### config.mk
export PLATFORM = sky130hd
export DESIGN_NAME = cau_div_cell
export DESIGN_NICKNAME = d
export VERILOG_FILES = /design/src/rtl/cau_pkg.sv /design/src/rtl/cau_div_cell.sv
export SDC_FILE = /design/constraint.sdc
export NUM_CORES = 1
export LEC_CHECK = 0
export BUFFER_PORTS_ARGS = -buffer_cell sky130_fd_sc_hd__buf_2
export CAP_MARGIN = 20
export CORE_UTILIZATION = 31
export CTS_CLUSTER_DIAMETER = 100
export DETAILED_ROUTE_END_ITERATION = 16
export PLACE_DENSITY = 0.59
export SYNTH_ARGS = -nofsm -noshare
export SYNTH_HDL_FRONTEND = slang
export SYNTH_SLANG_ARGS = --single-unit
### constraint.sdc
create_clock -name clk_i -period 15.9 [get_ports clk_i]
set_input_delay 3.18 -clock clk_i [delete_from_list [all_inputs] [get_ports clk_i]]
set_output_delay 3.18 -clock clk_i [all_outputs]
set_load 0.01 [all_outputs]
### src/rtl/cau_pkg.sv
// ----------------------------------------------------------------------------
// cau_pkg : complex arithmetic unit package
// Item types, action codes and status codes shared by all stages.
// ----------------------------------------------------------------------------
`default_nettype none

package cau_pkg;

  localparam int unsigned OP_W   = 3;
  localparam int unsigned DATA_W = 32;
  localparam int unsigned PROD_W = 64;
  localparam int unsigned MAG_W  = 64;
  localparam int unsigned SUM_W  = 65;
  localparam int unsigned QBITS  = 33;   // quotient bits 32..0, one per cell
  localparam int unsigned ST_W   = 2;

  // action codes
  localparam logic [OP_W-1:0] OP_ADD = 3'd0;
  localparam logic [OP_W-1:0] OP_SUB = 3'd1;
  localparam logic [OP_W-1:0] OP_MUL = 3'd2;
  localparam logic [OP_W-1:0] OP_DIV = 3'd3;
  localparam logic [OP_W-1:0] OP_CMP = 3'd4;

  // status codes
  localparam logic [ST_W-1:0] ST_OK  = 2'd0;
  localparam logic [ST_W-1:0] ST_DZ  = 2'd1;
  localparam logic [ST_W-1:0] ST_SAT = 2'd2;

  // any magnitude above 2^31 saturates either sign
  localparam logic [MAG_W-1:0] SAT_MAG = 64'h0000_0000_8000_0001;
  localparam logic [MAG_W-1:0] NEG_LIM = 64'h0000_0000_8000_0000;
  localparam logic [MAG_W-1:0] POS_LIM = 64'h0000_0000_7FFF_FFFF;

  typedef struct packed {
    logic [OP_W-1:0]          action;
    logic signed [DATA_W-1:0] a_re;
    logic signed [DATA_W-1:0] a_im;
    logic signed [DATA_W-1:0] b_re;
    logic signed [DATA_W-1:0] b_im;
  } cau_in_t;

  typedef struct packed {
    logic signed [DATA_W-1:0] res_re;
    logic signed [DATA_W-1:0] res_im;
    logic                     is_equal;
    logic [ST_W-1:0]          status;
  } cau_out_t;

  // work item as it travels along the divider cells
  typedef struct packed {
    logic [OP_W-1:0]  op;
    logic             neg_re;
    logic             neg_im;
    logic [MAG_W-1:0] mag_re;   // magnitude, or partial remainder for divide
    logic [MAG_W-1:0] mag_im;
    logic [QBITS-1:0] nq_re;    // dividend bits out, quotient bits in
    logic [QBITS-1:0] nq_im;
    logic [MAG_W-1:0] den;
    logic             ovf_re;
    logic             ovf_im;
    logic             eq;
    logic             dz;
  } cau_cell_t;

endpackage

`default_nettype wire

### src/rtl/cau_div_cell.sv
// ----------------------------------------------------------------------------
// cau_div_cell : one restoring division step
// Brings down one dividend bit and settles one quotient bit per part.
// ----------------------------------------------------------------------------
`default_nettype none

module cau_div_cell import cau_pkg::*; (
  input  wire logic      clk_i,
  input  wire logic      rst_ni,
  input  wire logic      in_valid_i,
  output logic           in_ready_o,
  input  wire cau_cell_t in_i,
  output logic           out_valid_o,
  input  wire logic      out_ready_i,
  output cau_cell_t      out_o
);

  logic      v_q;
  logic      en;
  cau_cell_t d_q, d_d;

  assign en         = !v_q || out_ready_i;
  assign in_ready_o = en;

  always_comb begin
    logic [MAG_W:0] t_re;
    logic [MAG_W:0] t_im;
    logic [MAG_W:0] dv;
    logic           ge_re;
    logic           ge_im;
    t_re  = {in_i.mag_re, in_i.nq_re[QBITS-1]};
    t_im  = {in_i.mag_im, in_i.nq_im[QBITS-1]};
    dv    = {1'b0, in_i.den};
    ge_re = t_re >= dv;
    ge_im = t_im >= dv;
    d_d   = in_i;
    if (in_i.op == OP_DIV) begin
      d_d.mag_re = MAG_W'(ge_re ? t_re - dv : t_re);
      d_d.mag_im = MAG_W'(ge_im ? t_im - dv : t_im);
      d_d.nq_re  = {in_i.nq_re[QBITS-2:0], ge_re};
      d_d.nq_im  = {in_i.nq_im[QBITS-2:0], ge_im};
    end
  end

  always_ff @(posedge clk_i or negedge rst_ni) begin
    if (!rst_ni) begin
      v_q <= 1'b0;
    end else if (en) begin
      v_q <= in_valid_i;
    end
  end

  always_ff @(posedge clk_i) begin
    if (en && in_valid_i) d_q <= d_d;
  end

  assign out_valid_o = v_q;
  assign out_o       = d_q;

endmodule

`default_nettype wire

==> run summary, run 1 <==
Status: complete, no violations
Post-DP HPWL: 57100 microns
Fin. max-slew vios: 0
CP max stage cell: a211oi_4
Synth async-reset ratio: 0.373%
CTS hold repair buffers: 0
Boundary pin count: 540
Vias: 18600
Share of the yosys chip area belonging to registers: 41.0%
Layout Skew: 12.9 ps
Period minus WS final: 7330 ps
Share of cells above drive strength 1: 23.3%
PwrDens: 94.5 mW/mm^2
Nets@finish: 3102
Crit path launch type: primary input
Avg Vias per Cell: 5.20
Final hold vios: 0
Initial DRC count: 1390
Worst path cell trace: buf_2 -> inv_1 -> ha_1 -> a21oi_1 -> o21ai_0 -> a221oi_1 -> o211a_1 -> o31a_1 -> o21ai_2 -> a211oi_4 -> buf_4 -> buf_4 -> nor2_1 -> a21oi_1 -> o21ai_1
Final worst-path cycle share: 46.1%
CTS clk-pin slew, worst paths: 60 ps
Slew margin rel.: 31.1%
Die width: 254 microns
Yosys reg bits: 268
Number of synthesized flops with an enable pin: 267
Clock Tree Root: clkbuf_16
Syn Inst Count: 2241
Row cnt: 91
Postcts setup bufs: 0
RSZ-0062 raised after global routing: no
Inst Count DP: 3500
CP bufs+invs: 4
DR WL/cell: 20.2 microns
Die Ht: 254 microns
Total Routing Usage GR: 21.6%
Worst stage delay on the critical path: 680 ps
Ys flop type: edfxtp_1
Cell variety after synth: 89
Grt total ovfl: 0
Drt drc: 0
Syn avg cell area: 8.76 sq um
First-pass GRT wire length: 106000 microns
Die area: 0.0643 sq mm
Number of detailed-route iterations in the first pass: 6
Num Clock Sinks: 268
Initial Util: 31.6%
IO Port Bufs: 539
CTS tree: built
CP top delay family: compound AO/OA/AOI/OAI gates
Mapped Nets: 2642
Clock insertion delay at the later pin of the skew report: 550 ps
CP Max Fanout: 56
Cts bufs inserted: 36
Vias in the first global route: 17700
Critical Path AT: 7590 ps
GPL Wtd Cong: 0.913
Pin slew with the least headroom to its limit: 1020 ps
H-tree depth: 2
Post-Syn Area: 0.0196 sq mm
Min-Delay Path Class: flop to flop
Pin count of the biggest net entering global routing: 168
Max Freq: 136 MHz
WL final: 72000 microns
Clock buffer depth: 3
Final ANT Viol Nets: 0
Max_cap viols: 0
Non-Filler Instances: 3566
Final setup vio count: 0
Total power: 2.27 mW
Crit. End Element: flop
Worst path required time: 16160 ps
Worst vdd ir: 0.0000824 V
Area growth syn-to-layout: 22.5%
Kind of critical path: primary input to flop
Min Hold Slack: 527 ps
Core area: 0.0622 sq mm
Static Leak: 10.7 nW
Post-CTS Resized: 0
Setup TNS: 0 ps
Antenna violations before repair: 9
YS warnings: 0
## layout make-up
type / count / area [sq um]
inverters: 114 / 428
clock buffers: 43 / 948
diodes: 5 / 12.5
repair buffers: 550 / 2790
clock inverters: 18 / 165
well taps: 837 / 1050
fillers: 6424 / 38100
multi-input cells: 1731 / 10600
flip-flops and latches: 268 / 8040
## metrics by stage
step,utilization (%),instance area [sq um],setup WS [ps]
finish,38.7,24000,8570
global route,38.7,24000,8180
CTS,38.7,24000,8470
detailed placement,36.9,22900,7910
global placement,36.9,22900,7770
floorplan,-,19600,5770
## worst paths after layout
path                                  start          end  slack, ps  depth (start not counted)
worst max-delay path               in_i[30]   out_o[215]       8570                         15
worst min-delay path            out_valid_o  out_valid_o        530                          2
worst max register to register  out_valid_o   out_o[172]      13360                          3
worst min register to register  out_valid_o  out_valid_o        530                          2
max in group asynchronous            rst_ni  out_valid_o      13410                          1
min in group asynchronous            rst_ni  out_valid_o       2400                          1
## flip-flops by register name, indices dropped and copies added (netlist names)
| register | flops |
|---|---|
| out_o | 267 |
| out_valid_o | 1 |
## cells by family (layout without fill, tap and decap cells)
family | after synthesis | after routing | share of synthesized area (%)
XOR/XNOR | 110 | 110 | 4.91
other | 0 | 5 | 0
adder cells (fa/ha/maj) | 130 | 130 | 8.36
AO/OA/AOI/OAI | 678 | 678 | 21.2
buffers and inverters | 242 | 725 | 5.16
flip-flops | 268 | 268 | 41.0
AND/OR/NAND/NOR | 770 | 770 | 17.2
multiplexers | 43 | 43 | 2.19
## power by group
part           leakage, nW  internal [mW]  switching, mW  total, mW
Combinational         7.59          0.234          0.403      0.638
Clock                0.544          0.460          0.325      0.785
Sequential            2.56          0.836         0.0123      0.849
Total                 10.7           1.53          0.740       2.27
## synth_stat cells, types with 6 or more instances
| cell | instances | area [sq um] |
|---|---|---|
| a211oi_1 | 14 | 105 |
| xnor2_1 | 65 | 569 |
| nor2b_1 | 9 | 56.3 |
| nand2b_1 | 10 | 62.6 |
| or2_2 | 6 | 37.5 |
| or3_1 | 10 | 62.6 |
| nand3_1 | 37 | 185 |
| mux2i_1 | 43 | 430 |
| buf_4 | 12 | 90.1 |
| a21o_1 | 57 | 428 |
| nor3_1 | 35 | 175 |
| o21bai_1 | 33 | 248 |
| ha_1 | 128 | 1600 |
| o21ai_1 | 132 | 661 |
| nand4_1 | 43 | 269 |
| a31oi_1 | 15 | 93.8 |
| xor2_1 | 45 | 394 |
| buf_2 | 27 | 135 |
| nor4_1 | 9 | 56.3 |
| a21boi_0 | 7 | 52.6 |
| o31ai_1 | 11 | 82.6 |
| o211ai_1 | 11 | 82.6 |
| a21oi_1 | 242 | 1210 |
| o21ai_0 | 63 | 315 |
| nor2_1 | 146 | 548 |
| clkbuf_1 | 83 | 312 |
| o21a_1 | 26 | 195 |
| nand2_1 | 424 | 1590 |
| and2_1 | 6 | 37.5 |
| inv_1 | 113 | 424 |
| and3_1 | 12 | 75.1 |
| edfxtp_1 | 267 | 8020 |
## placed cells by master, fill, tap and decap left out, drive strengths merged, types with 7 or more instances in the layout
| cell | instances |
|---|---|
| nand3 | 37 |
| a211oi | 17 |
| edfxtp | 267 |
| inv | 120 |
| clkbuf | 43 |
| o211ai | 11 |
| a31oi | 17 |
| buf | 550 |
| nor3 | 36 |
| xnor2 | 65 |
| ha | 128 |
| nor2 | 146 |
| o21a | 26 |
| o31ai | 12 |
| nand2b | 10 |
| nor2b | 9 |
| a21oi | 244 |
| o221ai | 7 |
| a21boi | 8 |
| nand4 | 44 |
| o21bai | 34 |
| o21ai | 196 |
| mux2i | 43 |
| and3 | 14 |
| or3 | 10 |
| xor2 | 45 |
| nand2 | 426 |
| nor4 | 9 |
| clkinv | 9 |
| a21o | 57 |
## worst register-to-register path: stages (launching register included)
cell      delay (ps)
dfrtp_1          370
nand2b_1         110
and2_4           670
buf_4            920
## layer usage
layer / share of wire, % / global-route usage [%]
met1: 43 / 28.6
met5: 0.051 / 0
met2: 46 / 35.4
met4: 2.7 / 7.18
met3: 7.6 / 4.08
Note: power is estimated with default switching activity, not from simulation.
==> inputs of run 2 (changes only) <==
ABC_AREA = 1   (was not set)
clock period = 6.5 ns   (was 15.9 ns; I/O delays follow)
==> run 2 against run 1 <==
Against the previous run:
- via count up 38%
- sequential power rose by 140%
- largest power group unchanged
- combinational power rose to 2.9 times the previous value
- clock skew shrank 2.8 ps
- area after synthesis grew 24%
- register-to-register slack got worse by 9100 ps
- sequential share of layout area is 5.8 points lower
- largest cell class unchanged
- global-route usage grew 5.3 points
==> run summary, run 2 <==
Boundary pin count: 540 (unchanged)
IO Port Bufs: 539 (unchanged)
Initial Util: 31.4% (-0.22 points)
Critical Path AT: 4430 ps (-3160 ps)
Max Freq: 250 MHz
Clock Tree Root: clkbuf_16
Multi-input gate area: 0.0129 sq mm (+22%)
Die Ht: 282 microns (+11%)
Cell-internal power: 3.69 mW (+140%)
Share of the yosys chip area belonging to registers: 33.1% (-7.9 points)
Pin slew with the least headroom to its limit: 1040 ps (+14.9 ps)
Commonest cells in the netlist: nand2_1 (1573), inv_1 (754), nand3_1 (334)
Post-DP HPWL: 92000 microns (+61%)
Initial DRC count: 1690 (+22%)
Area growth syn-to-layout: 19.8%
Number of detailed-route iterations in the first pass: 6 (unchanged)
Cell variety after synth: 37 (-58%)
Period minus WS final: 4000 ps
Crit path launch type: primary input
Fillers: 8599 (+34%)
Num Clock Sinks: 268 (unchanged)
YS warnings: 0 (unchanged)
Postcts setup bufs: 0 (unchanged)
DR WL/cell: 20.3 microns (+0.48%)
Final worst-path cycle share: 61.5%
Final ANT Viol Nets: 0 (unchanged)
CTS tree: built
Min-Delay Path Class: primary input to asynchronous set/reset pin
WL final: 110000 microns (+52%)
Vias: 25600 (+38%)
H-tree depth: 2 (unchanged)
Post-CTS Resized: 0 (unchanged)
Final non-filler cell area: 0.0291 sq mm (+21%)
Total Routing Usage GR: 27.0% (+5.3 points)
Clock insertion delay at the later pin of the skew report: 570 ps (+20 ps)
Pre-CTS setup slack: 1910 ps (-6000 ps)
Yosys top cell area share: 33.0% (-7.8 points)
Synth async-reset ratio: 0.373% (unchanged)
Register area: 0.00804 sq mm (unchanged)
CP Max Fanout: 63 (+13%)
Commonest non-fill, non-tap cell in the layout: nand2_1
Antenna violations before repair: 9 (unchanged)
Post-Syn Area: 0.0243 sq mm (+24%)
Drt drc: 0 (unchanged)
Most frequent cell after synthesis: nand2_1
Syn Inst Count: 3813 (+70%)
Crit. End Element: flop
Static Leak: 15.9 nW (+49%)
Area contributors post-synth: edfxtp_1 (33%), nand2_1 (24%), inv_1 (12%)
Reg2reg setup slack: 4280 ps (-9080 ps)
Layout Skew: 10.1 ps (-2.81 ps)
PwrDens: 201 mW/mm^2 (+110%)
Clock buffer depth: 3 (unchanged)
Slew margin rel.: 30.7% (-0.37 points)
Nets@finish: 4728 (+52%)
Grt total ovfl: 0 (unchanged)
Ys flop type: edfxtp_1
Placed Area: 0.0280 sq mm (+22%)
Max FFs per register: 267 (unchanged)
Die width: 282 microns (+11%)
Most frequent cells in the layout: nand2_1 (1573), inv_1 (754), buf_2 (539), nand3_1 (334), edfxtp_1 (267)
Clock power frac: 32.8% (-1.8 points)
GPL Wtd Cong: 0.991 (+8.6%)
Fin. max-slew vios: 0 (unchanged)
Cts bufs inserted: 37 (+2.8%)
Syn avg cell area: 6.37 sq um (-27%)
Sw Pwr: 2.15 mW (+190%)
Max_cap viols: 0 (unchanged)
Register share of total power: 35.6% (-1.8 points)
Switching share of power: 36.8% (+4.2 points)
Yosys reg bits: 268 (unchanged)
RSZ-0062 raised after global routing: no
Avg Vias per Cell: 4.75 (-8.7%)
Row cnt: 102 (+12%)
CTS clk-pin slew, worst paths: 50 ps (about the same)
Worst setup margin: 2500 ps (-6070 ps)
Core area: 0.0775 sq mm (+25%)
Pin count of the biggest net entering global routing: 141 (-16%)
Cell type with the highest aggregate area in the netlist: edfxtp_1
First-pass GRT wire length: 156000 microns (+47%)
Gate power share: 31.6% (+3.5 points)
Mapped Nets: 4214 (+60%)
Status: complete, no violations
CTS hold repair buffers: 0 (unchanged)
Worst path required time: 6930 ps (-9230 ps)
Share of cells above drive strength 1: 15.9% (-7.4 points)
Number of synthesized flops with an enable pin: 267 (unchanged)
Die area: 0.0795 sq mm (+24%)
Final hold vios: 0 (unchanged)
Kind of critical path: primary input to flop
Min Hold Slack: 503 ps (-23.9 ps)
Setup TNS: 0 ps (unchanged)
Worst vdd ir: 0.000169 V (+100%)
Final setup vio count: 0 (unchanged)
Vias in the first global route: 24600 (+39%)
## run 2: cell types whose count changed in the layout (fill, tap and decap cells not counted), moves of 18 or more
cell	previous run	this run
nand2_1	424	1573
inv_1	113	754
nand3_1	37	334
a21oi_1	242	105
o21ai_1	132	30
a21o_1	57	1
nor2_1	145	199
nand3b_1	2	48
xor2_1	45	1
mux2i_1	43	0
nor2_2	0	23
o21a_1	26	3
o21bai_1	33	12
nand2_2	1	19
## run 2: path summary, 6_finish.rpt
check | startpoint | to | cells past startpoint
setup / recovery | in_i[5] | out_o[134] | 15
hold / removal | rst_ni | out_valid_o | 1
setup reg to reg | out_valid_o | out_o[243] | 3
hold reg to reg | out_valid_o | out_valid_o | 2
max in group asynchronous | rst_ni | out_valid_o | 1
min in group clk_i | out_valid_o | out_valid_o | 2
## run 2: logic make-up after synthesis
family / Yosys count / share of synthesized area [%]
AOI/OAI and AO/OA: 221 / 4.73
xor gates and xnor gates: 61 / 2.20
adders and majority gates: 130 / 6.76
buffers and inverters: 849 / 13.8
DFF: 268 / 33.1
and+or+nand+nor: 2284 / 39.4
## run 2: critical path, cell delays in order
cell,delay [ps]
buf_2,90
inv_1,160
ha_1,380
nand2_1,80
nor3_1,640
nand3_1,130
nor2_1,140
nand3_1,100
nand2_2,90
nor2_4,80
nand2_4,570
nand2_4,290
inv_1,210
nand2_1,80
nand3_1,70
## run 2: layout make-up
type	count	share of cell area [%]
antenna	6	0.0516
clock buffer	42	3.24
clock inverter	22	0.503
inverter	772	9.96
multi-input combinational	2696	44.4
sequential	268	27.6
tap	1040	4.47
timing repair buffer	552	9.77
## run 2: through the flow
step	power (mW)	cells	utilization, %
2_1_floorplan	3.26	3813	-
3_3_place_gp	3.96	5328	36.2
3_5_place_dp	3.95	5328	36.2
4_1_cts	5.89	5392	37.6
5_1_grt	6.15	5395	37.6
6_report	5.84	5398	37.6
## run 2: power groups by stage
stage	clock network [mW]	logic, mW	registers (mW)
after global placement	0	1.84	2.12
after detailed placement	0	1.83	2.12
after floorplan	0	1.08	2.18
final	1.91	1.85	2.08
after global routing	2.02	2.05	2.09
after CTS	1.97	1.84	2.08
## run 2: per-layer routing
metal | track usage, % | wire (microns)
met1 | 32.6 | 45500
met4 | 9.45 | 3900
met5 | 0 | 27
met3 | 4.18 | 6810
met2 | 48.1 | 53200
==> inputs of run 3 (changes only) <==
PLACE_DENSITY = 0.58   (was 0.59)
clock period = 3.8 ns   (was 6.5 ns; I/O delays follow)
==> run 3 against run 2 <==
Against the previous run:
- worst setup slack worse by 1800 ps
- register-to-register slack worse by 2300 ps
- count of clock-buffer cells in the layout unchanged
- utilization up 0.91 points
- worst hold slack worse by 130 ps
- critical path depth up 1
- sequential power up 71%
- die area unchanged
- clock skew up 10 ps
- clock power up 80%
- sequential share of layout area down 0.65 points
==> run summary, run 3 (synthesized netlist as in run 2, its figures left out) <==
Slew margin rel.: 55.1% (+24 points)
Cts bufs inserted: 36 (-2.7%)
Max FFs per register: 267 (unchanged)
Boundary pin count: 540 (unchanged)
Pin count of the biggest net entering global routing: 78 (-45%)
Clock buffer depth: 3 (unchanged)
Avg Vias per Cell: 4.73 (-0.32%)
Period minus WS final: 3120 ps
Initial DRC count: 1843 (+9.1%)
Static Leak: 16.3 nW (+2.5%)
Core Util, Final: 38.5% (+0.91 points)
IO Port Bufs: 539 (unchanged)
Share of cells above drive strength 1: 17.1% (+1.2 points)
Post-CTS Resized: 0 (unchanged)
Kind of critical path: primary input to flop
CTS clk-pin slew, worst paths: 50 ps (about the same)
Crit path launch type: primary input
Vias: 25900 (+0.86%)
Fillers: 8537 (-0.72%)
Clock Tree Root: clkbuf_16
Drt drc: 0 (unchanged)
Vias in the first global route: 25000 (+1.7%)
CTS tree: built
WL met3: 6270 microns (-7.9%)
Critical Path AT: 3410 ps (-1020 ps)
Number of detailed-route iterations in the first pass: 5 (-1)
Most frequent cells in the layout: nand2_1 (1573), inv_1 (752), buf_2 (539), nand3_1 (334), edfxtp_1 (267)
Pin slew with the least headroom to its limit: 671 ps (-369 ps)
Status: complete, no violations
Area growth syn-to-layout: 22.7%
Worst setup margin: 681 ps (-1820 ps)
FF-to-FF path depth: 2 (-1)
Clock insertion delay at the later pin of the skew report: 560 ps (about the same)
First-pass GRT wire length: 157000 microns (+0.79%)
WL final: 109000 microns (about the same)
Max_cap viols: 0 (unchanged)
Nets@finish: 4792 (+1.4%)
Highest metal used: met5
H-tree depth: 2 (unchanged)
Worst path required time: 4090 ps (-2840 ps)
Post-DP HPWL: 93600 microns (+1.7%)
Final setup vio count: 0 (unchanged)
R2r endpoint: out_o[247]
End of the critical path: out_o[139]
Initial Util: 31.4% (unchanged)
Total Routing Usage GR: 27.0% (+0.057 points)
Origin of the worst setup path: in_i[23]
CP Max Fanout: 42 (-33%)
Commonest non-fill, non-tap cell in the layout: nand2_1
Grt total ovfl: 0 (unchanged)
Row cnt: 102 (unchanged)
Fin. max-slew vios: 0 (unchanged)
Antenna violations before repair: 15 (+6)
Wire length on met2: 53500 microns (+0.49%)
Min-Delay Path Class: primary input to flop
Crit. End Element: flop
M1 WL: 45500 microns (about the same)
Worst vdd ir: 0.000320 V (+89%)
Layout Skew: 20.1 ps (+10.0 ps)
Die Ht: 282 microns (unchanged)
Pre-CTS setup slack: 131 ps (-1780 ps)
PwrDens: 344 mW/mm^2 (+71%)
Reg2reg setup slack: 1940 ps (-2340 ps)
Final ANT Viol Nets: 0 (unchanged)
Core area: 0.0775 sq mm (unchanged)
RSZ-0062 raised after global routing: no
Final hold vios: 0 (unchanged)
GPL Wtd Cong: 1.01 (+2.4%)
Final worst-path cycle share: 82.1%
DR WL/cell: 20.0 microns (-1.2%)
Die width: 282 microns (unchanged)
Num Clock Sinks: 268 (unchanged)
Die area: 0.0795 sq mm (unchanged)
Start of the worst register-to-register path: out_valid_o
Max Freq: 321 MHz
run 3: worst max-delay path: stages:
cell	delay, ps
buf_2	120
inv_1	190
ha_1	320
nand2_1	160
inv_1	50
nand2_1	60
nand2_1	70
a21oi_1	310
o21bai_1	140
inv_1	110
nand2_2	80
nand2_2	100
buf_4	490
nand3_1	140
nand3_1	120
o21ai_0	120
run 3: cell type report:
cell class	count	area [sq um]	share of cell area, %
multi-input cells	2696	12900	43.3
flip-flops and latches	268	8040	27.0
repair buffers	617	3470	11.6
inverters	772	2910	9.77
well taps	1040	1300	4.36
clock buffers	42	945	3.17
clock inverters	19	206	0.692
diodes	8	20.0	0.0671
run 3: how the worst min path moves through the flow:
stage              start          end  slack, ps  depth (start not counted)
4_1_cts        in_i[263]   out_o[263]        340                          1
2_1_floorplan     rst_ni  out_valid_o        460                          0
3_5_place_dp      rst_ni  out_valid_o        540                          1
6_report       in_i[263]   out_o[263]        370                          1
3_3_place_gp      rst_ni  out_valid_o        540                          1
5_1_grt          in_i[1]     out_o[1]        340                          1
run 3: timing repair:
| action | 4_1_cts | 5_1_grt |
|---|---|---|
| hold buffers | 1 | 0 |
| endpoints found under the hold margin | 1 | 0 |
| setup buffers | 0 | 0 |
| endpoints found under the setup margin | 0 | 0 |
run 3: through the flow:
step | hold WS (ps) | total power [mW] | setup TNS, ps | std cells | area [sq um]
3_3_place_gp | 536 | 6.87 | 0 | 5392 | 28600
6_report | 372 | 10.3 | 0 | 5462 | 29800
4_1_cts | 336 | 10.4 | 0 | 5454 | 29800
5_1_grt | 345 | 10.8 | 0 | 5456 | 29800
2_1_floorplan | 464 | 5.58 | -477580 | 3813 | 24300
3_5_place_dp | 540 | 6.86 | 0 | 5392 | 28600
run 3: where the power goes:
part	internal (mW)	switching, mW	total (mW)	leakage [nW]
combinational	1.08	2.18	3.26	13.2
clock	2.05	1.38	3.43	0.562
sequential	3.50	0.0644	3.56	2.56
total	6.63	3.63	10.3	16.3
run 3: per-layer routing:
metal / vias up / global-route usage, %
met2: 851 / 48.1
met3: 160 / 4.09
met1: 11800 / 32.4
met4: 12 / 10.3
li1: 13000 / -
met5: - / 0
